$ cat src/sv/ldm_pkg.sv
`timescale 1ns / 1ps
// ----------------------------------------------------------------------------
// ldm_pkg: shared constants for the lagged-delta min-entropy monitor
// Field widths, configuration register codes and default parameter values.
// ----------------------------------------------------------------------------
package ldm_pkg;

  // default structural parameters
  localparam int DEF_LAG_DISTANCE = 12;
  localparam int DEF_SAMPLE_BITS  = 12;
  localparam int DEF_CHANNELS     = 2;

  // fixed field widths
  localparam int IN_TDATA_W  = 16;
  localparam int COUNT_W     = 16;
  localparam int RANGE_W     = 12;
  localparam int OUT_TDATA_W = 32;
  localparam int OUT_PAD_W   = OUT_TDATA_W - COUNT_W - RANGE_W - 1;

  // histogram batch tag; a full wrap of it forces a clearing pass
  localparam int EPOCH_W = 8;

  // front-to-back queue
  localparam int QUEUE_DEPTH = 4;
  localparam int DEF_QE_W    = 2 * DEF_SAMPLE_BITS + 2;

  // configuration port
  localparam int CFG_ADDR_W = 2;
  localparam int CFG_DATA_W = 16;
  localparam logic [CFG_ADDR_W-1:0] REG_MIN_RANGE   = CFG_ADDR_W'(0);
  localparam logic [CFG_ADDR_W-1:0] REG_COUNT_LIMIT = CFG_ADDR_W'(1);

  localparam logic [RANGE_W-1:0] MIN_RANGE_RST   = RANGE_W'(200);
  localparam logic [COUNT_W-1:0] COUNT_LIMIT_RST = COUNT_W'(256);

endpackage

$ cat src/sv/ldm_fifo.sv
`timescale 1ns / 1ps
// ----------------------------------------------------------------------------
// ldm_fifo: short queue between front and back
// Register-based first-in first-out buffer; lets either side stall alone.
// ----------------------------------------------------------------------------
module ldm_fifo #(
  parameter int W = ldm_pkg::DEF_QE_W
) (
  input  logic         clk,
  input  logic         rst_n,
  input  logic         wr_en,
  output logic         wr_ready,
  input  logic [W-1:0] wr_data,
  output logic         rd_valid,
  input  logic         rd_en,
  output logic [W-1:0] rd_data
);
  import ldm_pkg::*;

  localparam int PTR_W = (QUEUE_DEPTH > 1) ? $clog2(QUEUE_DEPTH) : 1;
  localparam int CNT_W = $clog2(QUEUE_DEPTH + 1);
  localparam logic [PTR_W-1:0] PTR_LAST = PTR_W'(QUEUE_DEPTH - 1);
  localparam logic [CNT_W-1:0] CNT_FULL = CNT_W'(QUEUE_DEPTH);

  logic [W-1:0]     slot_r [QUEUE_DEPTH];
  logic [PTR_W-1:0] wr_ptr_r;
  logic [PTR_W-1:0] rd_ptr_r;
  logic [CNT_W-1:0] count_r;

  assign wr_ready = (count_r != CNT_FULL);
  assign rd_valid = (count_r != '0);
  assign rd_data  = slot_r[rd_ptr_r];

  always_ff @(posedge clk) begin
    if (wr_en) begin
      slot_r[wr_ptr_r] <= wr_data;
    end
  end

  always_ff @(posedge clk) begin
    if (!rst_n) begin
      wr_ptr_r <= '0;
      rd_ptr_r <= '0;
      count_r  <= '0;
    end else begin
      if (wr_en) begin
        wr_ptr_r <= (wr_ptr_r == PTR_LAST) ? '0 : wr_ptr_r + 1'b1;
      end
      if (rd_en) begin
        rd_ptr_r <= (rd_ptr_r == PTR_LAST) ? '0 : rd_ptr_r + 1'b1;
      end
      if (wr_en && !rd_en) begin
        count_r <= count_r + 1'b1;
      end else if (rd_en && !wr_en) begin
        count_r <= count_r - 1'b1;
      end
    end
  end

endmodule

$ cat config.mk
export PLATFORM = sky130hd
export DESIGN_NAME = ldm_fifo
export DESIGN_NICKNAME = d
export VERILOG_FILES = /design/src/sv/ldm_pkg.sv /design/src/sv/ldm_fifo.sv
export SDC_FILE = /design/constraint.sdc
export NUM_CORES = 1
export LEC_CHECK = 0
export BUFFER_PORTS_ARGS = -buffer_cell sky130_fd_sc_hd__buf_2
export CELL_PAD_IN_SITES_DETAIL_PLACEMENT = 1
export CELL_PAD_IN_SITES_GLOBAL_PLACEMENT = 2
export CORE_ASPECT_RATIO = 1.25
export CORE_UTILIZATION = 25
export CTS_CLUSTER_DIAMETER = 80
export DETAILED_ROUTE_END_ITERATION = 10
export PLACE_DENSITY_LB_ADDON = 0.25
export SLEW_MARGIN = 25
export SYNTH_ARGS = -nofsm -noshare
export SYNTH_HDL_FRONTEND = slang
export SYNTH_SLANG_ARGS = --single-unit
$ cat constraint.sdc
create_clock -name clk -period 2 [get_ports clk]
set_input_delay 0.4 -clock clk [delete_from_list [all_inputs] [get_ports clk]]
set_output_delay 0.4 -clock clk [all_outputs]
set_load 0.05 [all_outputs]
Word-level counts from Yosys, hierarchy flattened
Memories as Yosys holds them, arrays and structs flattened. A register that Yosys moved wholly into a read port is not among the register bits.
Cells that the tools add are included.
Word-level totals
  flip-flop bits (word level): 7
  RAM bits: 104
  bits of input ports: 30
  logic and storage cells: 25
  memories kept: 1
Memory list
  slot_r: words 4, width 26, rd ports 1, clocked after Yosys merged registers in 1, wr ports 1, line ldm_fifo.sv:25  | logic [W-1:0] slot_r [QUEUE_DEPTH];
Cells by class
  add/sub/neg operators: 4
  equality and inequality tests: 3
  multiplexer cells: 8
  reduce and logical (&&, ||, !) cells: 6
Operator list (number)
  2-bit two-way mux: 4
  3-bit two-way mux: 2
  2-bit by 1-bit adder with 2-bit output, second input constant: 2
  2-bit == test, second input constant: 2
  3-bit by 1-bit adder with 3-bit output, second input constant: 1
  3-bit != test, second input constant: 1
  3-bit nonzero test: 1
  3-bit by 1-bit subtractor with 3-bit output, second input constant: 1
  1-bit logical AND: 2
  1-bit logical NOT: 2
  1-bit two-way mux: 2
  2-bit nonzero test: 1

Logic depth before layout (Yosys ltp)
Gate-level depths: netlist of the first run.
  word-level depth: 4
  depth in mapped cells: 7

Worst setup path after synthesis of the first run
OpenSTA, ideal clock, no wires.
  path kind: input -> register
  from: input port rd_en
  to: register count_r[2]
  arrival time: 1.604 ns
  data required time: 1.924 ns
  path slack: 0.321 ns
  stages: 7
  path buffers: 0
  path through: inv_1 -> ha_1 -> inv_1 -> fa_1 -> xor2_1 -> or3_1 -> a21boi_0
Between the ends
  cells in the longest elaborated chain, start to end: 3
  elaborated cells between the ends (all ways): 5
  those cells by class: mux: 1; reduce/logical: 4
RTL lines
  start, declared: line ldm_fifo.sv:15  | input logic rd_en,
  1-bit logical NOT: line ldm_fifo.sv:52  | if (wr_en && !rd_en) begin
  1-bit logical AND: line ldm_fifo.sv:52
  3-bit two-way mux / 2-bit nonzero test (equally long branches)
  end signal, assigned: line ldm_fifo.sv:53  | count_r <= count_r + 1'b1;
  end signal, assigned: line ldm_fifo.sv:55  | count_r <= count_r - 1'b1;
  end, declared: line ldm_fifo.sv:28  | logic [CNT_W-1:0] count_r;
Several ways; a longest one is shown, not always the timed one.
A chain may end at the register's enable or synchronous reset.

==> results of run 1 <==
where the power goes:
| part | leakage, nW | total, mW | internal (mW) | switching [mW] |
|---|---|---|---|---|
| logic | 0.646 | 0.879 | 0.351 | 0.528 |
| clock network | 0.316 | 3.28 | 2.30 | 0.985 |
| registers | 1.03 | 2.75 | 2.71 | 0.0449 |
| total | 1.99 | 6.91 | 5.36 | 1.56 |
cell families (layout without fill, tap and decap cells):
| group | after synthesis | after routing | synth area share (%) |
|---|---|---|---|
| flops | 113 | 113 | 77.60 |
| mux | 30 | 30 | 15.23 |
| simple gates | 16 | 16 | 2.146 |
| buf+inv | 10 | 103 | 1.910 |
| fa+ha+maj | 7 | 7 | 2.234 |
| compound gates | 3 | 3 | 0.4703 |
| xor+xnor | 2 | 2 | 0.4116 |
placed cells by master (no fill, tap or decap):
cell type / netlist / routed
dfxtp_1: 9 / 8
inv_1: 4 / 4
bufinv_16: 0 / 5
buf_2: 2 / 31
buf_4: 0 / 1
and2_1: 5 / 1
a21boi_0: 1 / 1
o21a_1: 1 / 1
or3_1: 2 / 2
clkbuf_1: 0 / 2
ha_1: 6 / 6
and2_2: 0 / 4
buf_6: 1 / 24
buf_8: 0 / 2
o21ai_0: 1 / 1
nor2b_1: 5 / 5
clkbuf_16: 0 / 17
mux4_2: 20 / 26
nand2_1: 1 / 1
dfxtp_4: 0 / 1
mux2i_1: 4 / 4
nor3_1: 1 / 1
xor2_1: 1 / 1
edfxtp_1: 104 / 104
clkbuf_8: 0 / 3
clkinv_2: 0 / 3
buf_12: 2 / 9
nor2_1: 2 / 2
xnor2_1: 1 / 1
clkinvlp_4: 0 / 2
fa_1: 1 / 1
cell type report:
type	count	area, um2
multi-input combinational	58	854.6
sequential	113	3307
clock inverter	10	180.2
timing repair buffer	67	643.1
inverter	4	15.01
tap	220	275.3
clock buffer	22	474.2
fill	1703	10960
state kept, by name, indices dropped and copies added, names as in the netlist, named ones only:
name,flops
slot_r,104
count_r,3
rd_ptr_r,2
wr_ptr_r,2
through the flow:
| stage | setup WS [ns] | power [mW] | hold WS (ns) | utilization, % | area (um2) |
|---|---|---|---|---|---|
| 3_3_place_gp | 0.1327 | 3.553 | 0.5102 | 29.35 | 4905 |
| 5_1_grt | -0.1614 | 7.145 | 0.2008 | 34.40 | 5749 |
| 3_5_place_dp | 0.08800 | 3.568 | 0.5193 | 29.35 | 4905 |
| 2_1_floorplan | 0.3205 | 3.327 | 0.4724 | - | 4257 |
| 6_report | -0.1166 | 6.914 | 0.2064 | 34.40 | 5749 |
| 4_1_cts | -0.2291 | 7.036 | 0.1836 | 34.71 | 5801 |
repair_timing:
action	in CTS	in global routing
gates resized for setup	62	1
hold buffers	0	0
gates cloned	2	0
pin swaps	0	0
buffers inserted	2	0
endpoints found under the setup margin	26	26
layer usage:
layer  wire length (um)  vias to the layer above
li1                   -                      908
met3                329                       14
met2               4536                       47
met1               3622                     1060
met5                  0                        -
met4                171                        0
final timing paths:
path / end / startpoint
worst max register to register: count_r[2]$_SDFFE_PN0P_ / count_r[0]$_SDFFE_PN0P_
worst max-delay path: rd_data[12] / flip-flop
worst min register to register: count_r[2]$_SDFFE_PN0P_ / count_r[2]$_SDFFE_PN0P_
worst min-delay path: slot_r[3][15]$_DFFE_PP_ / wr_data[15]
==> flow_metrics.py, run 1 <==
metrics = {
    "floorplanning": {
        "die_y_um": 147.9,
        "rows": 53,
        "start_util_pct": 25.47,
        "die_area_um2": 17560,
        "ioPinCount": 58,
        "core_um2": 16710,
        "die_x_um": 118.7,
    },
    "sta": {
        "fin_skew_ns": 0.01115,
        "slew_viol_final": 0,
        "min_period_over_period_pct": 105.8,
        "fin_ws_ns": -0.1166,
        "fmax_ghz": 0.4724,
        "slew_headroom_pct": 83.52,
        "worst_pin_slew_ns": 0.2489,
        "grt_setup_unrepaired": "true",
        "period_needed_ns": 2.117,
        "hold_violations": 0,
        "fin_tns_setup_ns": -1.702,
        "setup_viol": 26,
    },
    "logic_synthesis": {
        "synth_commonest_cells": "edfxtp_1 (104), mux4_2 (20), dfxtp_1 (9)",
        "synth_area_um2": 4257,
        "yosysWarnings": 0,
        "synth_most_common_cell": "edfxtp_1",
        "synth.ff_latch_count": 113,
        "synth.distinct_cells": 23,
        "syn_avg_cell_area_um2": 23.52,
        "netlist_instances": 181,
        "ys.flop_type": "edfxtp_1",
        "async_flop_share_pct": 0,
        "synth_edf_count": 104,
        "synth.largest_area_cell": "edfxtp_1",
        "ys_seq_area_share_pct": 77.60,
        "synth_area_leaders": "edfxtp_1 (73%), mux4_2 (11%), dfxtp_1 (4.2%), mux4_1 (3.7%), ha_1 (1.8%)",
        "synth_top_area_share_pct": 73.37,
        "synth_fp_nets": 218,
    },
    "clocking": {
        "clock_latency_ns": 0.41,
        "clk_pin_slew_ns": 0.05,
        "cts_buffers": 17,
        "cts_num_sinks": 113,
        "root_buffer": "clkbuf_16",
        "cts_tree": "built",
        "cts_max_level": 4,
        "cts_buffer_depth": 2,
    },
    "job": {
        "cap_violations": 0,
    },
    "detailed_routing": {
        "viasPerCell": 4.107,
        "drt-total-wl_mm": 8.659,
        "vias": 2029,
        "firstDrtPassIters": 4,
        "wl_per_cell_um": 17.53,
        "ant_nets": 0,
        "first_iter_violations": 94,
        "drc": 0,
    },
    "min_path": {
        "worstHoldPathCells": 1,
        "holdCritPathClass": "input port to flip-flop",
    },
    "critical_path": {
        "critPathMaxFanout": 8,
        "r2r_slack_ns": 0.50,
        "critPathMaxStageDelay_ns": 0.56,
        "cp_top_family": "multiplexers",
        "required_ns": 1.60,
        "cp.arrival_ns": 1.72,
        "critPathSlowestCell": "mux4_2",
        "path_buf_inv": 2,
        "worstRegToRegCells": 4,
        "cp.depth": 3,
        "critPathCaptureType": "primary output",
        "crit_type": "flip-flop to primary output",
        "worstPathCellList": "buf_12 > mux4_2 > buf_6",
        "critPathLaunchType": "flip-flop",
    },
    "finish": {
        "syn2layout_area_growth_pct": 35.07,
        "final_cell_count_no_fill": 494,
        "drive_above_1_share_pct": 46.72,
        "fin_nets": 298,
        "n_antenna_cell": 0,
    },
    "global_routing": {
        "use_met1_pct": 12.51,
        "grtUsageTotal_pct": 11.04,
        "gr-total-overflow": 0,
        "grt_use_met3_pct": 3.434,
        "grt_pass1_vias": 2358,
        "grt_max_degree": 27,
        "grtUsageMet2_pct": 18.42,
        "antenna_found_initial": 0,
        "grt_pass1_wl_mm": 13.66,
        "busiest_layer": "met2",
    },
    "placed_design": {
        "post-dp-hpwl_mm": 5.229,
        "dpl.cell_count": 460,
        "place.gp.congestion": 0.6231,
        "portBuffers": 57,
    },
    "power": {
        "leakagePower_nw": 1.992,
        "power_density_nw_per_um2": 1203,
        "peakVddDrop_uv": 566.6,
    },
    "status": {
        "status": "complete, but fails checks",
        "failed_checks": "setup timing",
    },
}
(Power assumes the default switching activity.)
==> run 2: changes to the inputs <==
==> constraint.sdc (replaced) <==
create_clock -name clk -period 1.7 [get_ports clk]
set_input_delay 0.34 -clock clk [delete_from_list [all_inputs] [get_ports clk]]
set_output_delay 0.34 -clock clk [all_outputs]
set_load 0.05 [all_outputs]
==> flow_metrics.py, run 2 (synthesized netlist as in run 1, its figures left out) <==
metrics = {
    "sta": {
        "fin_skew_ns": 0.007330,
        "slew_viol_final": 0,
        "min_period_over_period_pct": 119.2,
        "worst_pin_slew_ns": 0.2461,
        "period_needed_ns": 2.026,
        "fin_ws_ns": -0.3258,
        "slew_headroom_pct": 83.60,
        "fin_tns_setup_ns": -7.679,
        "grt_setup_unrepaired": "true",
        "setup_viol": 26,
        "fmax_ghz": 0.4936,
        "hold_violations": 0,
    },
    "power": {
        "sequentialPowerShare_pct": 39.9,
        "power_frac_clock_pct": 47.2,
        "internal_power_mw": 6.205,
        "power_density_nw_per_um2": 1397,
        "p_comb_share_pct": 12.9,
        "leakagePower_nw": 2.012,
        "power.share.switching_pct": 23.40,
        "switchingPower_mw": 1.896,
        "peakVddDrop_uv": 448.4,
    },
    "finish": {
        "fin_nets": 304,
        "drive_above_1_share_pct": 48.93,
        "reg_top3": "slot_r: 104 flops, count_r: 3 flops",
        "regArea_um2": 3309,
        "fill_cells": 1684,
        "utilization_pct": 34.71,
        "final_cell_count_no_fill": 500,
        "largest_reg_flops": 104,
        "design_area_um2": 5801,
        "final_cell_mix": "edfxtp_1 (104), buf_2 (30), buf_6 (27)",
        "largest_register": "slot_r",
        "final_common_cell": "edfxtp_1",
        "n_antenna_cell": 0,
        "multi_input_area_um2": 859.6,
        "syn2layout_area_growth_pct": 36.27,
    },
    "critical_path": {
        "critPathLaunchType": "flip-flop",
        "crit_type": "flip-flop to primary output",
        "critPathCaptureType": "primary output",
        "critPathMaxFanout": 13,
        "required_ns": 1.36,
        "cp.arrival_ns": 1.69,
    },
    "placed_design": {
        "post-dp-hpwl_mm": 5.469,
        "place.gp.congestion": 0.6287,
        "portBuffers": 57,
        "placed_cell_area_um2": 5002,
        "dp_slack_ns": -0.1210,
        "dpl.cell_count": 468,
    },
    "floorplanning": {
        "rows": 53,
        "die_y_um": 147.9,
        "die_area_um2": 17560,
        "start_util_pct": 25.47,
        "core_um2": 16710,
        "ioPinCount": 58,
        "die_x_um": 118.7,
    },
    "detailed_routing": {
        "ant_nets": 0,
        "wl_per_cell_um": 17.14,
        "first_iter_violations": 101,
        "vias": 2034,
        "firstDrtPassIters": 4,
        "viasPerCell": 4.068,
        "drc": 0,
        "drt-total-wl_mm": 8.568,
    },
    "min_path": {
        "holdCritPathClass": "input port to flip-flop",
    },
    "clocking": {
        "cts_post_setup_buffers_inserted": 0,
        "root_buffer": "clkbuf_16",
        "cts_buffers": 17,
        "cts_buffer_depth": 2,
        "cts_num_sinks": 113,
        "clk_pin_slew_ns": 0.05,
        "cts_tree": "built",
        "clock_latency_ns": 0.41,
        "cts_max_level": 4,
    },
    "global_routing": {
        "grt_max_degree": 22,
        "grtUsageTotal_pct": 10.88,
        "antenna_found_initial": 1,
        "grt_pass1_vias": 2287,
        "gr-total-overflow": 0,
        "grt_pass1_wl_mm": 13.48,
    },
    "status": {
        "failed_checks": "setup timing",
        "status": "complete, but fails checks",
    },
    "job": {
        "cap_violations": 0,
    },
}
run 2: per-stage QoR:
step	power, mW	hold slack (ns)
after floorplan	3.914	0.4389
after global placement	4.201	0.5026
after detailed placement	4.216	0.5171
after CTS	8.206	0.1271
after global routing	8.377	0.1310
final	8.101	0.1464
run 2: worst paths after layout:
| check | endpoint | start | slack (ns) | depth (start not counted) |
|---|---|---|---|---|
| worst max-delay path | rd_data[7] | flip-flop | -0.33 | 3 |
| worst min-delay path | slot_r[2][16]$_DFFE_PP_ | wr_data[16] | 0.15 | 1 |
| worst max register to register | count_r[2]$_SDFFE_PN0P_ | count_r[0]$_SDFFE_PN0P_ | 0.24 | 4 |
| worst min register to register | count_r[2]$_SDFFE_PN0P_ | count_r[2]$_SDFFE_PN0P_ | 0.52 | 2 |
run 2: worst max-delay path: stages (launching register included):
cell,delay (ns)
dfxtp_4,0.37
buf_12,0.17
mux4_2,0.55
buf_6,0.18
run 2: cell type report:
| type | instances | area share, % |
|---|---|---|
| Clock buffer | 18 | 7.399 |
| Tap cell | 220 | 4.745 |
| Multi-Input combinational cell | 58 | 14.82 |
| Timing Repair Buffer | 73 | 12.06 |
| Sequential cell | 113 | 57.05 |
| Clock inverter | 14 | 3.667 |
| Inverter | 4 | 0.2588 |
run 2: routing by layer:
layer  part of all wire (%)  track usage, %  routed length, um  up-vias
li1                       -               -                  -      918
met1                     40           12.16               3438     1051
met2                     53           18.25               4573       48
met3                    4.6           4.205                396       15
met4                    1.7           5.127                146        2
met5                   0.15               0                 13        -
run 2: timing repair:
| action | 4_1_cts | 5_1_grt |
|---|---|---|
| resized for setup | 60 | 4 |
| setup endpoints to repair | 27 | 27 |
| endpoints found under the hold margin | 0 | 0 |
| gates cloned | 0 | 0 |
| hold buffers | 0 | 0 |
run 2: power by group through the flow:
| stage | Clock (mW) | Sequential, mW | Combinational, mW |
|---|---|---|---|
| final | 3.82 | 3.23 | 1.05 |
| after CTS | 3.91 | 3.23 | 1.06 |
| after detailed placement | 0 | 3.29 | 0.929 |
| after global placement | 0 | 3.28 | 0.921 |
| after global routing | 4.02 | 3.25 | 1.11 |
| after floorplan | 0 | 3.27 | 0.645 |
