[config.mk]
export PLATFORM = sky130hd
export DESIGN_NAME = ldm_front
export DESIGN_NICKNAME = d
export VERILOG_FILES = /design/src/sv/ldm_pkg.sv /design/src/sv/ldm_front.sv
export SDC_FILE = /design/constraint.sdc
export NUM_CORES = 1
export LEC_CHECK = 0
export BUFFER_PORTS_ARGS = -buffer_cell sky130_fd_sc_hd__buf_2
export CORE_UTILIZATION = 40
export CTS_CLUSTER_DIAMETER = 200
export DETAILED_ROUTE_END_ITERATION = 12
export MAX_ROUTING_LAYER = met4
export PLACE_DENSITY = 0.56
export SLEW_MARGIN = 20
export SYNTH_ARGS = -nofsm -noshare
export SYNTH_HDL_FRONTEND = slang
export SYNTH_SLANG_ARGS = --single-unit
[constraint.sdc]
create_clock -name clk -period 12 [get_ports clk]
set_input_delay 1.2 -clock clk [delete_from_list [all_inputs] [get_ports clk]]
set_output_delay 1.2 -clock clk [all_outputs]
set_load 0.03 [all_outputs]
[src/sv/ldm_pkg.sv]
`timescale 1ns / 1ps
// ----------------------------------------------------------------------------
// ldm_pkg: shared constants for the lagged-delta min-entropy monitor
// Field widths, configuration register codes and default parameter values.
// ----------------------------------------------------------------------------
package ldm_pkg;

  // default structural parameters
  localparam int DEF_LAG_DISTANCE = 12;
  localparam int DEF_SAMPLE_BITS  = 12;
  localparam int DEF_CHANNELS     = 2;

  // fixed field widths
  localparam int IN_TDATA_W  = 16;
  localparam int COUNT_W     = 16;
  localparam int RANGE_W     = 12;
  localparam int OUT_TDATA_W = 32;
  localparam int OUT_PAD_W   = OUT_TDATA_W - COUNT_W - RANGE_W - 1;

  // histogram batch tag; a full wrap of it forces a clearing pass
  localparam int EPOCH_W = 8;

  // front-to-back queue
  localparam int QUEUE_DEPTH = 4;
  localparam int DEF_QE_W    = 2 * DEF_SAMPLE_BITS + 2;

  // configuration port
  localparam int CFG_ADDR_W = 2;
  localparam int CFG_DATA_W = 16;
  localparam logic [CFG_ADDR_W-1:0] REG_MIN_RANGE   = CFG_ADDR_W'(0);
  localparam logic [CFG_ADDR_W-1:0] REG_COUNT_LIMIT = CFG_ADDR_W'(1);

  localparam logic [RANGE_W-1:0] MIN_RANGE_RST   = RANGE_W'(200);
  localparam logic [COUNT_W-1:0] COUNT_LIMIT_RST = COUNT_W'(256);

endpackage

[src/sv/ldm_front.sv]
`timescale 1ns / 1ps
// ----------------------------------------------------------------------------
// ldm_front: sample intake and lagged-delta classification
// Masks each sample, tracks batch min/max, reads and refreshes the per-channel
// lag ring and hands the centered delta plus batch info to the queue.
// ----------------------------------------------------------------------------
module ldm_front #(
  parameter int LAG_DISTANCE = ldm_pkg::DEF_LAG_DISTANCE,
  parameter int SAMPLE_BITS  = ldm_pkg::DEF_SAMPLE_BITS,
  parameter int CHANNELS     = ldm_pkg::DEF_CHANNELS
) (
  input  logic                              clk,
  input  logic                              rst_n,
  input  logic                              in_tvalid,
  output logic                              in_tready,
  input  logic [ldm_pkg::IN_TDATA_W-1:0]    in_tdata,   // [15:0] sample
  input  logic                              in_tuser,   // [0] channel
  input  logic                              in_tlast,
  input  logic                              hist_clearing,
  output logic                              q_push,
  input  logic                              q_ready,
  output logic [2*SAMPLE_BITS+1:0]          q_data
);
  import ldm_pkg::*;

  localparam int SB     = SAMPLE_BITS;
  localparam int HEAD_W = (LAG_DISTANCE > 1) ? $clog2(LAG_DISTANCE) : 1;
  localparam int CH_W   = (CHANNELS > 1) ? $clog2(CHANNELS) : 1;
  localparam logic [HEAD_W-1:0] HEAD_LAST = HEAD_W'(LAG_DISTANCE - 1);
  localparam logic [SB:0]       MIN_INIT  = (SB + 1)'(1) << SB;
  localparam logic [SB-1:0]     HALF      = SB'(1) << (SB - 1);

  logic [SB-1:0]     lag_mem [CHANNELS][LAG_DISTANCE];
  logic [HEAD_W-1:0] head_r  [CHANNELS];
  logic [CHANNELS-1:0] wrapped_r;

  logic [SB:0]   min_r;
  logic [SB-1:0] max_r;

  logic          f1_valid_r;
  logic [SB-1:0] f1_val_r;
  logic [SB-1:0] lag_rd_r;
  logic          f1_oldok_r;
  logic [SB-1:0] f1_range_r;
  logic          f1_chan_r;
  logic          f1_last_r;

  logic          accept;
  logic [CH_W-1:0]   ch_idx;
  logic [HEAD_W-1:0] cur_head;
  logic [SB-1:0] val;
  logic [SB:0]   mn_new;
  logic [SB-1:0] mx_new;
  logic [SB-1:0] range_new;
  logic [SB-1:0] old_val;
  logic [SB-1:0] delta;

  assign in_tready = (!f1_valid_r || q_ready) && !hist_clearing;
  assign accept    = in_tvalid && in_tready;
  assign ch_idx    = (CHANNELS > 1) ? CH_W'(in_tuser) : '0;
  assign cur_head  = head_r[ch_idx];
  assign val       = in_tdata[SB-1:0];

  assign mn_new    = ({1'b0, val} < min_r) ? {1'b0, val} : min_r;
  assign mx_new    = (val > max_r) ? val : max_r;
  assign range_new = mx_new - mn_new[SB-1:0];

  // lag ring: read-first, so the returned word is the one from a full lag ago
  always_ff @(posedge clk) begin
    if (accept) begin
      lag_rd_r                  <= lag_mem[ch_idx][cur_head];
      lag_mem[ch_idx][cur_head] <= val;
    end
  end

  always_ff @(posedge clk) begin
    if (!rst_n) begin
      for (int i = 0; i < CHANNELS; i++) begin
        head_r[i] <= '0;
      end
      wrapped_r <= '0;
    end else if (accept) begin
      if (cur_head == HEAD_LAST) begin
        head_r[ch_idx]    <= '0;
        wrapped_r[ch_idx] <= 1'b1;
      end else begin
        head_r[ch_idx] <= cur_head + 1'b1;
      end
    end
  end

  always_ff @(posedge clk) begin
    if (!rst_n) begin
      min_r <= MIN_INIT;
      max_r <= '0;
    end else if (accept) begin
      if (in_tlast) begin
        min_r <= MIN_INIT;
        max_r <= '0;
      end else begin
        min_r <= mn_new;
        max_r <= mx_new;
      end
    end
  end

  always_ff @(posedge clk) begin
    if (!rst_n) begin
      f1_valid_r <= 1'b0;
    end else if (accept) begin
      f1_valid_r <= 1'b1;
    end else if (q_push) begin
      f1_valid_r <= 1'b0;
    end
  end

  always_ff @(posedge clk) begin
    if (accept) begin
      f1_val_r   <= val;
      f1_oldok_r <= wrapped_r[ch_idx];
      f1_range_r <= range_new;
      f1_chan_r  <= in_tuser;
      f1_last_r  <= in_tlast;
    end
  end

  // unwritten ring slots read as zero
  assign old_val = f1_oldok_r ? lag_rd_r : '0;
  assign delta   = f1_val_r - old_val + HALF;

  assign q_push = f1_valid_r && q_ready;
  assign q_data = {f1_last_r, f1_chan_r, f1_range_r, delta};

endmodule

-- Word-level counts from Yosys, hierarchy flattened
Memory sizes are Yosys's and may differ from the RTL's.
Index checks and enable logic that the tools add are counted.
- bits in registers: 67
- latch bits: 0
- RAM bits: 296
- memory bits (read-only): 0
- input bits: 23
- output and inout port bits: 28
- memories kept: 2
- memory list (name ; words ; bits a word ; rd ports ; clocked after memory_dff ; write ports ; RTL line ; RTL):
    lag_mem ; 2 ; 144 ; 1 ; 0 ; 1 ; ldm_front.sv:33 ; logic [SB-1:0] lag_mem [CHANNELS][LAG_DISTANCE];
    head_r ; 2 ; 4 ; 1 ; 0 ; 2 ; ldm_front.sv:34 ; logic [HEAD_W-1:0] head_r [CHANNELS];
- $add $sub $neg: 4
- multipliers: 0
- div/mod/pow operators: 0
- $lt $le $gt $ge: 6
- equal/unequal tests: 1
- shifts and indexed selects: 0
- multiplexer cells: 31
- bitwise gates (word level): 3
- reductions and logical operators: 13
- operators by type and width (cell ; number):
    2-to-1 mux 144 bit ; 1
    2-to-1 mux 12 bit ; 6
    binary-select mux 12 bit (select 4 bit) ; 1
    demux 12 bit (select 4 bit) ; 1
    2-to-1 mux 13 bit ; 2
    subtractor 12 bit ; 2
    2-to-1 mux 1 bit ; 17
    < comparator 12 x 13 -> 1 bit ; 1
    adder 12 bit (second input constant) ; 1
    greater-than comparator 12 bit ; 1
    2-to-1 mux 4 bit ; 2
    greater-or-equal comparator 5 bit (second input constant) ; 1
    logical AND 1 bit ; 5
    < comparator 5 x 1 -> 1 bit (second input constant) ; 1
    inverter 4 -> 5 bit ; 1
    adder 4 x 1 -> 4 bit (second input constant) ; 1
    equality test 4 bit (second input constant) ; 1
    AND reduction 2 bit ; 2
    nonzero test 2 bit ; 2
    OR reduction 4 bit ; 1
    logical NOT 1 bit ; 2
    < comparator 1 x 2 -> 1 bit (second input constant) ; 1
    bitwise OR 2 bit ; 1
    demux 1 bit (select 1 bit) ; 1
    3 further kinds ; 3

-- Longest topological paths before layout
Gate-level depths: netlist of the first run.
- word-level depth: 10
- depth in mapped cells: 18
- mapped depth without buffers: 18

-- Worst setup path before layout of the first run
Ideal clock, no wire load.
- path type: input to register
- start: in in_tdata[2] (netlist name)
- end: reg f1_range_r[9] (data pin)
- data arrival time: 4.314 ns
- path slack: 7.409 ns
- stages: 17
- path buffers: 2
- path through: ha_1 > a21o_1 > a221oi_2 > o211a_4 > o21a_1 > buf_4 > clkbuf_1 > a21oi_1 > ha_1 > a21o_1 > a21o_1 > o21ai_0 > o211ai_1 > o21ai_0 > o21ai_1 > nand4b_1 > o211ai_1
- longest elaborated chain between the ends: 3
- ends and longest elaborated chain (element ; RTL line ; RTL):
    from (decl) ; ldm_front.sv:16 ; input logic [ldm_pkg::IN_TDATA_W-1:0] in_tdata,
    < comparator 12 x 13 -> 1 bit / greater-than comparator 12 bit (equally long branches) ; ldm_front.sv:64, ldm_front.sv:65 ;
    2-to-1 mux 13 bit / 2-to-1 mux 12 bit (equally long branches) ; ldm_front.sv:64, ldm_front.sv:65 ;
    subtractor 12 bit * ; ldm_front.sv:66 ; assign range_new = mx_new - mn_new[SB-1:0];
    via range_new[9] ; ldm_front.sv:54 ; logic [SB-1:0] range_new;
    to (signal assigned) ; ldm_front.sv:121 ; f1_range_r <= range_new;
    to (decl) ; ldm_front.sv:44 ; logic [SB-1:0] f1_range_r;
The timed path passes the listed nets; every way through them passes the cells marked *. The select of a mux whose other input is x is not followed.
A chain may end at the register's enable or synchronous reset.

-- Worst setup path in the final report of the first run
Same ends and word-level chain as after synthesis.

==> flow_summary.toml, run 1 <==
[clock_tree]
post_cts_buffers = 0
clk_latency_ps = 530
root_buffer = "clkbuf_16"
cts_resized = 0
holdBufCountCts = 0
cts_max_level = 2
cts_buffer_depth = 3
clkTransAtPathRegs_ps = 70
clock-sinks = 363
cts_buffers = 39
cts_tree = "yes"

[setup_path]
regToRegEndpoint = "f1_range_r[9]"
required_ps = 12260
startpoint_type = "input port"
r2r_slack_ps = 7510
end_kind = "flop"
r2r_start = "min_r[3]"
reg2reg_depth = 17
critPathLaunch = "in_tdata[2]"
cp_max_fo = 29
critical_path_class = "in -> reg"
critPathArrivalTime_ps = 5570

[logic_synthesis]
synthesis.nets = 1217
synth_top_area_frac = 0.6267
synth-simple-area-share = 0.1049
synth_fa_ha_area_frac = 0.04615
synth_top_family_by_area = "simple AND/OR/NAND/NOR gates"
syn_area_per_cell_um2 = 14.13
synth-compound-area-share = 0.07686
synthDistinctLibCells = 62
ys_async_sr_fraction = 0
synth_mux_area_frac = 0.07499
ys_ff_latch = 363
yosys.area.top_type = "edfxtp_1"
yosysWarnings = 0
ys.flop_type = "edfxtp_1"
syn_inst = 1136
synthXorXnorAreaFrac = 0.01255
synth_area_um2 = 16050
ys_seq_area_frac = 0.6616
ys_top_cells_by_area = "edfxtp_1, mux4_2, nand2_1, ha_1, dfxtp_1"
synth_edf_count = 335

[cells_and_area]
layout_common_cells = "edfxtp_1, nand2_1, ha_1"
num-nets-final = 1260
drive_gt1_frac = 0.1509
diodes = 0
final_common_cell = "edfxtp_1"
design_area_um2 = 18050
syn_to_final_growth_pct = 12.43

[place]
postPlaceCellArea_um2 = 16830
io_buffers = 46
routabilityCongestion = 0.8208
dp_slack_ps = 6063
hpwl_um = 21600

[global_routing]
grt_util_all_layers = 0.1884
gr-total-overflow = 0
grt_pass1_vias = 9344
antenna_found_initial = 0
grt_max_degree = 68
grt_pass1_wl_um = 56330

[detailed_routing]
viasPerCell = 5.404
routed-via-count = 9354
avgRoutedWirePerCell_um = 21.05
totalWireLength_um = 36440
drt_iter0_drc = 721
drc = 0
first_pass_iters = 5
ant_nets = 0

[worst_hold_path]
min_path_type = "reg -> reg"
hold_path_end = "wrapped_r[0]"
holdCritStartpoint = "wrapped_r[0]"
min_delay_path_depth = 1

[power]
p_sw_uw = 691.9
p_seq_frac = 0.489
p_int_uw = 2202
combPwrFrac = 0.112
ir_drop_uv = 91.90
pwr-share-clk = 0.400
finalPower_uw = 2894
p_sw_frac = 0.2391
leakagePower_uw = 0.006279
powerDensity_nw_per_um2 = 160.3

[floorplan]
fp.dieH_um = 202.3
ios = 51
die_x_um = 202.3
initial_core_util = 0.4049
rows = 73
design.core.area_um2 = 39640
dieArea_um2 = 40930

[sta]
setup_ws_ps = 6695
tns_ps = 0
fin_crit_ps = 5305
hold_viol = 0
drv_slew = 0
worst_slew_pin_slew_ps = 859.6
max_freq_mhz = 188.5
period_share = 0.4421
maxSlewHeadroom = 0.4269
setup_violations = 0
clock_skew_ps = 9.768
rsz0062_at_grt = "no"
whs_ps = 463.6

[run_status]
run_status = "finished clean"

[flow_run]
drv_cap = 0
## how the worst max path moves through the flow
stage / endpoint / depth (start not counted)
3_5_place_dp: f1_range_r[9] / 17
2_1_floorplan: f1_range_r[9] / 17
5_1_grt: f1_range_r[9] / 17
3_3_place_gp: f1_range_r[9] / 17
4_1_cts: f1_range_r[9] / 17
6_report: f1_range_r[9] / 17
## through the flow
step,utilization,cells
5_1_grt,0.4553,1731
3_5_place_dp,0.4247,1663
4_1_cts,0.4553,1731
2_1_floorplan,-,1136
3_3_place_gp,0.4247,1663
6_report,0.4553,1731
## per-layer routing
| layer | GRT usage | vias up | part of all wire |
|---|---|---|---|
| met5 | - | - | 0 |
| met4 | 0.05934 | 0 | 0.029 |
| met3 | 0.02596 | 67 | 0.048 |
| met2 | 0.2910 | 232 | 0.47 |
| met1 | 0.2584 | 4683 | 0.46 |
| li1 | - | 4372 | - |
## power groups by stage
stage	sequential (uW)	clock [uW]	combinational, uW
2_1_floorplan	1450	0	211
3_3_place_gp	1440	0	322
3_5_place_dp	1440	0	325
4_1_cts	1410	1180	327
5_1_grt	1420	1230	354
6_report	1410	1160	323
## synth_stat cells, types with 3 or more instances
cell and count:
a21boi_0 3, nor3_1 3, nor2b_1 15, dfxtp_1 28, a21o_1 10, xor2_1 5
and2_1 36, a22oi_1 12, a221oi_2 3, o21bai_1 3, clkbuf_1 34, buf_1 14
o21ai_0 35, buf_4 3, nor2_1 33, o22ai_1 12, nand4b_1 3, and3_1 46
nand4_1 3, ha_1 56, a21oi_1 36, nand2b_1 7, buf_2 6, o21a_1 6
a31oi_1 26, nand2_1 198, mux4_2 48, inv_1 36, nand3_1 5, edfxtp_1 335
mux2i_1 7, xnor2_1 18, o211ai_1 5, a311oi_1 12
## registers in the layout (all words and copies together), names as in the netlist
register / flops
f1_chan_r: 1
f1_last_r: 1
f1_oldok_r: 1
f1_range_r: 12
f1_val_r: 12
f1_valid_r: 1
head_r: 8
lag_mem: 288
lag_rd_r: 12
max_r: 12
min_r: 13
wrapped_r: 2
## cell families (layout without fill, tap and decap cells)
kind of cell	after synthesis	in the layout
flip-flops	363	363
buffers and inverters	93	163
multiplexers	59	59
AND/OR/NAND/NOR	359	359
XOR/XNOR	23	23
adder cells (fa/ha/maj)	58	58
AO/OA/AOI/OAI	181	181
## critical path, stage by stage
cell,delay (ps)
buf_2,550
ha_1,360
a21o_1,190
a221oi_2,340
o211a_4,250
o21a_1,590
nor2_1,80
a21oi_1,280
ha_1,300
a21o_1,150
a21o_1,190
o21ai_0,160
o211ai_1,170
o21ai_0,340
o21ai_1,180
nand4b_1,120
o211ai_1,90
## cell type report
class                      instances  area [um^2]
timing repair buffer              59        327.8
clock inverter                    21        206.4
multi-input combinational        680         5094
tap                              525        656.9
inverter                          36        136.4
fill                            3504        21590
clock buffer                      47         1006
sequential                       363        10620
No activity file was read; power rests on OpenSTA's default activity.
==> run 2, diff against run 1 <==
--- a/config.mk
+++ b/config.mk
@@ -5,6 +5,7 @@
 export SDC_FILE = /design/constraint.sdc
 export NUM_CORES = 1
 export LEC_CHECK = 0
+export ABC_AREA = 1
 export BUFFER_PORTS_ARGS = -buffer_cell sky130_fd_sc_hd__buf_2
 export CORE_UTILIZATION = 40
 export CTS_CLUSTER_DIAMETER = 200
==> constraint.sdc (replaced) <==
create_clock -name clk -period 5.1 [get_ports clk]
set_input_delay 0.51 -clock clk [delete_from_list [all_inputs] [get_ports clk]]
set_output_delay 0.51 -clock clk [all_outputs]
set_load 0.03 [all_outputs]
==> flow_summary.toml, run 2 <==
[run_status]
run_status = "finished clean"

[clock_tree]
cts_tree = "yes"
clock-sinks = 363
cts_buffers = 41
clk_latency_ps = 560
cts_buffer_depth = 3
root_buffer = "clkbuf_16"
cts_max_level = 2
post_cts_buffers = 0
clkTransAtPathRegs_ps = 50
cts_resized = 0
holdBufCountCts = 0

[place]
hpwl_um = 24550
io_buffers = 46
routabilityCongestion = 0.8279

[cells_and_area]
top_regs = "lag_mem: 288 flops, min_r: 13 flops"
final_common_cell = "edfxtp_1"
drive_gt1_frac = 0.1360
largest_reg_flops = 288
diodes = 0
syn_to_final_growth_pct = 14.07
layout_common_cells = "edfxtp_1, nand2_1, nor2_1"
num-nets-final = 1556
top_register = "lag_mem"

[sta]
whs_ps = 224.3
fin_crit_ps = 3935
tns_ps = 0
setup_violations = 0
period_share = 0.7716
rsz0062_at_grt = "no"
clock_skew_ps = 26.81
max_freq_mhz = 254.1
drv_slew = 0
worst_slew_pin_slew_ps = 905.2
hold_viol = 0
maxSlewHeadroom = 0.3965

[floorplan]
initial_core_util = 0.4054
fp.dieH_um = 202.7
die_x_um = 202.7
ios = 51
dieArea_um2 = 41080
design.core.area_um2 = 39730
rows = 73

[logic_synthesis]
synth_top_area_frac = 0.6245
synthDistinctLibCells = 41
ys_top_cells_by_area = "edfxtp_1, nand2_1, o21ai_0, ha_1, nor2_1"
yosys.area.top_type = "edfxtp_1"
synth_mux_area_frac = 0.001243
yosysWarnings = 0
yosysMostFrequentCell = "edfxtp_1"
ys_ff_latch = 363
synth_edf_count = 335
synth_fa_ha_area_frac = 0.04598
synth_top_family_by_area = "simple AND/OR/NAND/NOR gates"
synth_area_um2 = 16110
netlist_top_cells_count = "edfxtp_1, nand2_1, nor2_1"
synth-compound-area-share = 0.1086
synth-simple-area-share = 0.1314
ys_seq_area_frac = 0.6593
ys.flop_type = "edfxtp_1"
ys_async_sr_fraction = 0
synthesis.nets = 1492
syn_inst = 1411
synthXorXnorAreaFrac = 0.009243
syn_area_per_cell_um2 = 11.42

[setup_path]
endpoint = "q_data[11]"
reg2reg_depth = 20
required_ps = 4590
cp_max_fo = 12
regToRegEndpoint = "f1_range_r[10]"
critical_path_class = "reg -> out"
r2r_slack_ps = 1610
critPathLaunch = "f1_oldok_r"
r2r_start = "min_r[8]"
startpoint_type = "flop"
end_kind = "output pin"
critPathArrivalTime_ps = 3430

[detailed_routing]
totalWireLength_um = 40480
first_pass_iters = 4
avgRoutedWirePerCell_um = 19.92
drt_iter0_drc = 726
ant_nets = 0
viasPerCell = 5.301
routed-via-count = 10770
drc = 0

[global_routing]
grt_util_all_layers = 0.2067
antenna_found_initial = 1
gr-total-overflow = 0
grt_pass1_wl_um = 62310
grt_pass1_vias = 10500
grt_max_degree = 90

[power]
powerDensity_nw_per_um2 = 374.2
leakagePower_uw = 0.006588
ir_drop_uv = 224.9

[worst_hold_path]
min_path_type = "in -> reg"

[flow_run]
drv_cap = 0
## run 2: layout make-up
type,instances,area (um^2)
timing repair buffer,94,593.1
multi-input combinational,875,4901
sequential,363,10620
clock inverter,18,128.9
clock buffer,57,1096
fill,3625,21360
tap,525,656.9
inverter,100,379.1
## run 2: power by group
part | internal [uW] | switching [uW] | total, uW
sequential | 3320 | 15.3 | 3330
clock | 1560 | 1160 | 2720
combinational | 241 | 583 | 824
total | 5110 | 1760 | 6880
## run 2: how the worst min path moves through the flow
stage	slack, ps	depth (start not counted)	start	to
6_report	220	2	rst_n	min_r[12]
5_1_grt	220	2	rst_n	min_r[12]
4_1_cts	200	2	rst_n	min_r[12]
3_5_place_dp	460	2	wrapped_r[0]	wrapped_r[0]
3_3_place_gp	450	2	wrapped_r[0]	wrapped_r[0]
2_1_floorplan	440	2	wrapped_r[1]	wrapped_r[1]
## run 2: cell families (layout without fill, tap and decap cells)
group | Yosys count | after routing
AO/OA/AOI/OAI | 288 | 288
XOR/XNOR | 17 | 17
adder cells (fa/ha/maj) | 58 | 58
buffers and inverters | 173 | 269
flip-flops | 363 | 363
multiplexers | 2 | 2
AND/OR/NAND/NOR | 510 | 510
## run 2: critical path, stage by stage, from the launching register on
cell,delay (ps)
edfxtp_1,610
nand2_1,100
ha_1,290
ha_1,230
fa_1,410
a31oi_1,260
o21ai_0,160
nand3_1,90
nand2_1,80
a21oi_1,130
nor2_1,50
nor2_1,100
xor2_1,150
buf_2,210
## run 2: metal layers
metal | up-vias | track usage | share of wire
met5 | - | - | 0
met4 | 0 | 0.06821 | 0.028
met3 | 61 | 0.03242 | 0.049
met2 | 242 | 0.3236 | 0.47
met1 | 5305 | 0.2751 | 0.45
li1 | 5164 | - | -
## run 2: through the flow
stage                     area [um^2]  cells  worst slack [ps]  utilization  power, uW
after floorplan                 16110   1411              1737            -       3945
after global placement          17150   1957             834.2       0.4316       4214
after detailed placement        17150   1957             788.2       0.4316       4222
after CTS                       18380   2032              1081       0.4625       6950
after global routing            18380   2032             873.4       0.4625       7153
final                           18380   2032              1165       0.4625       6876
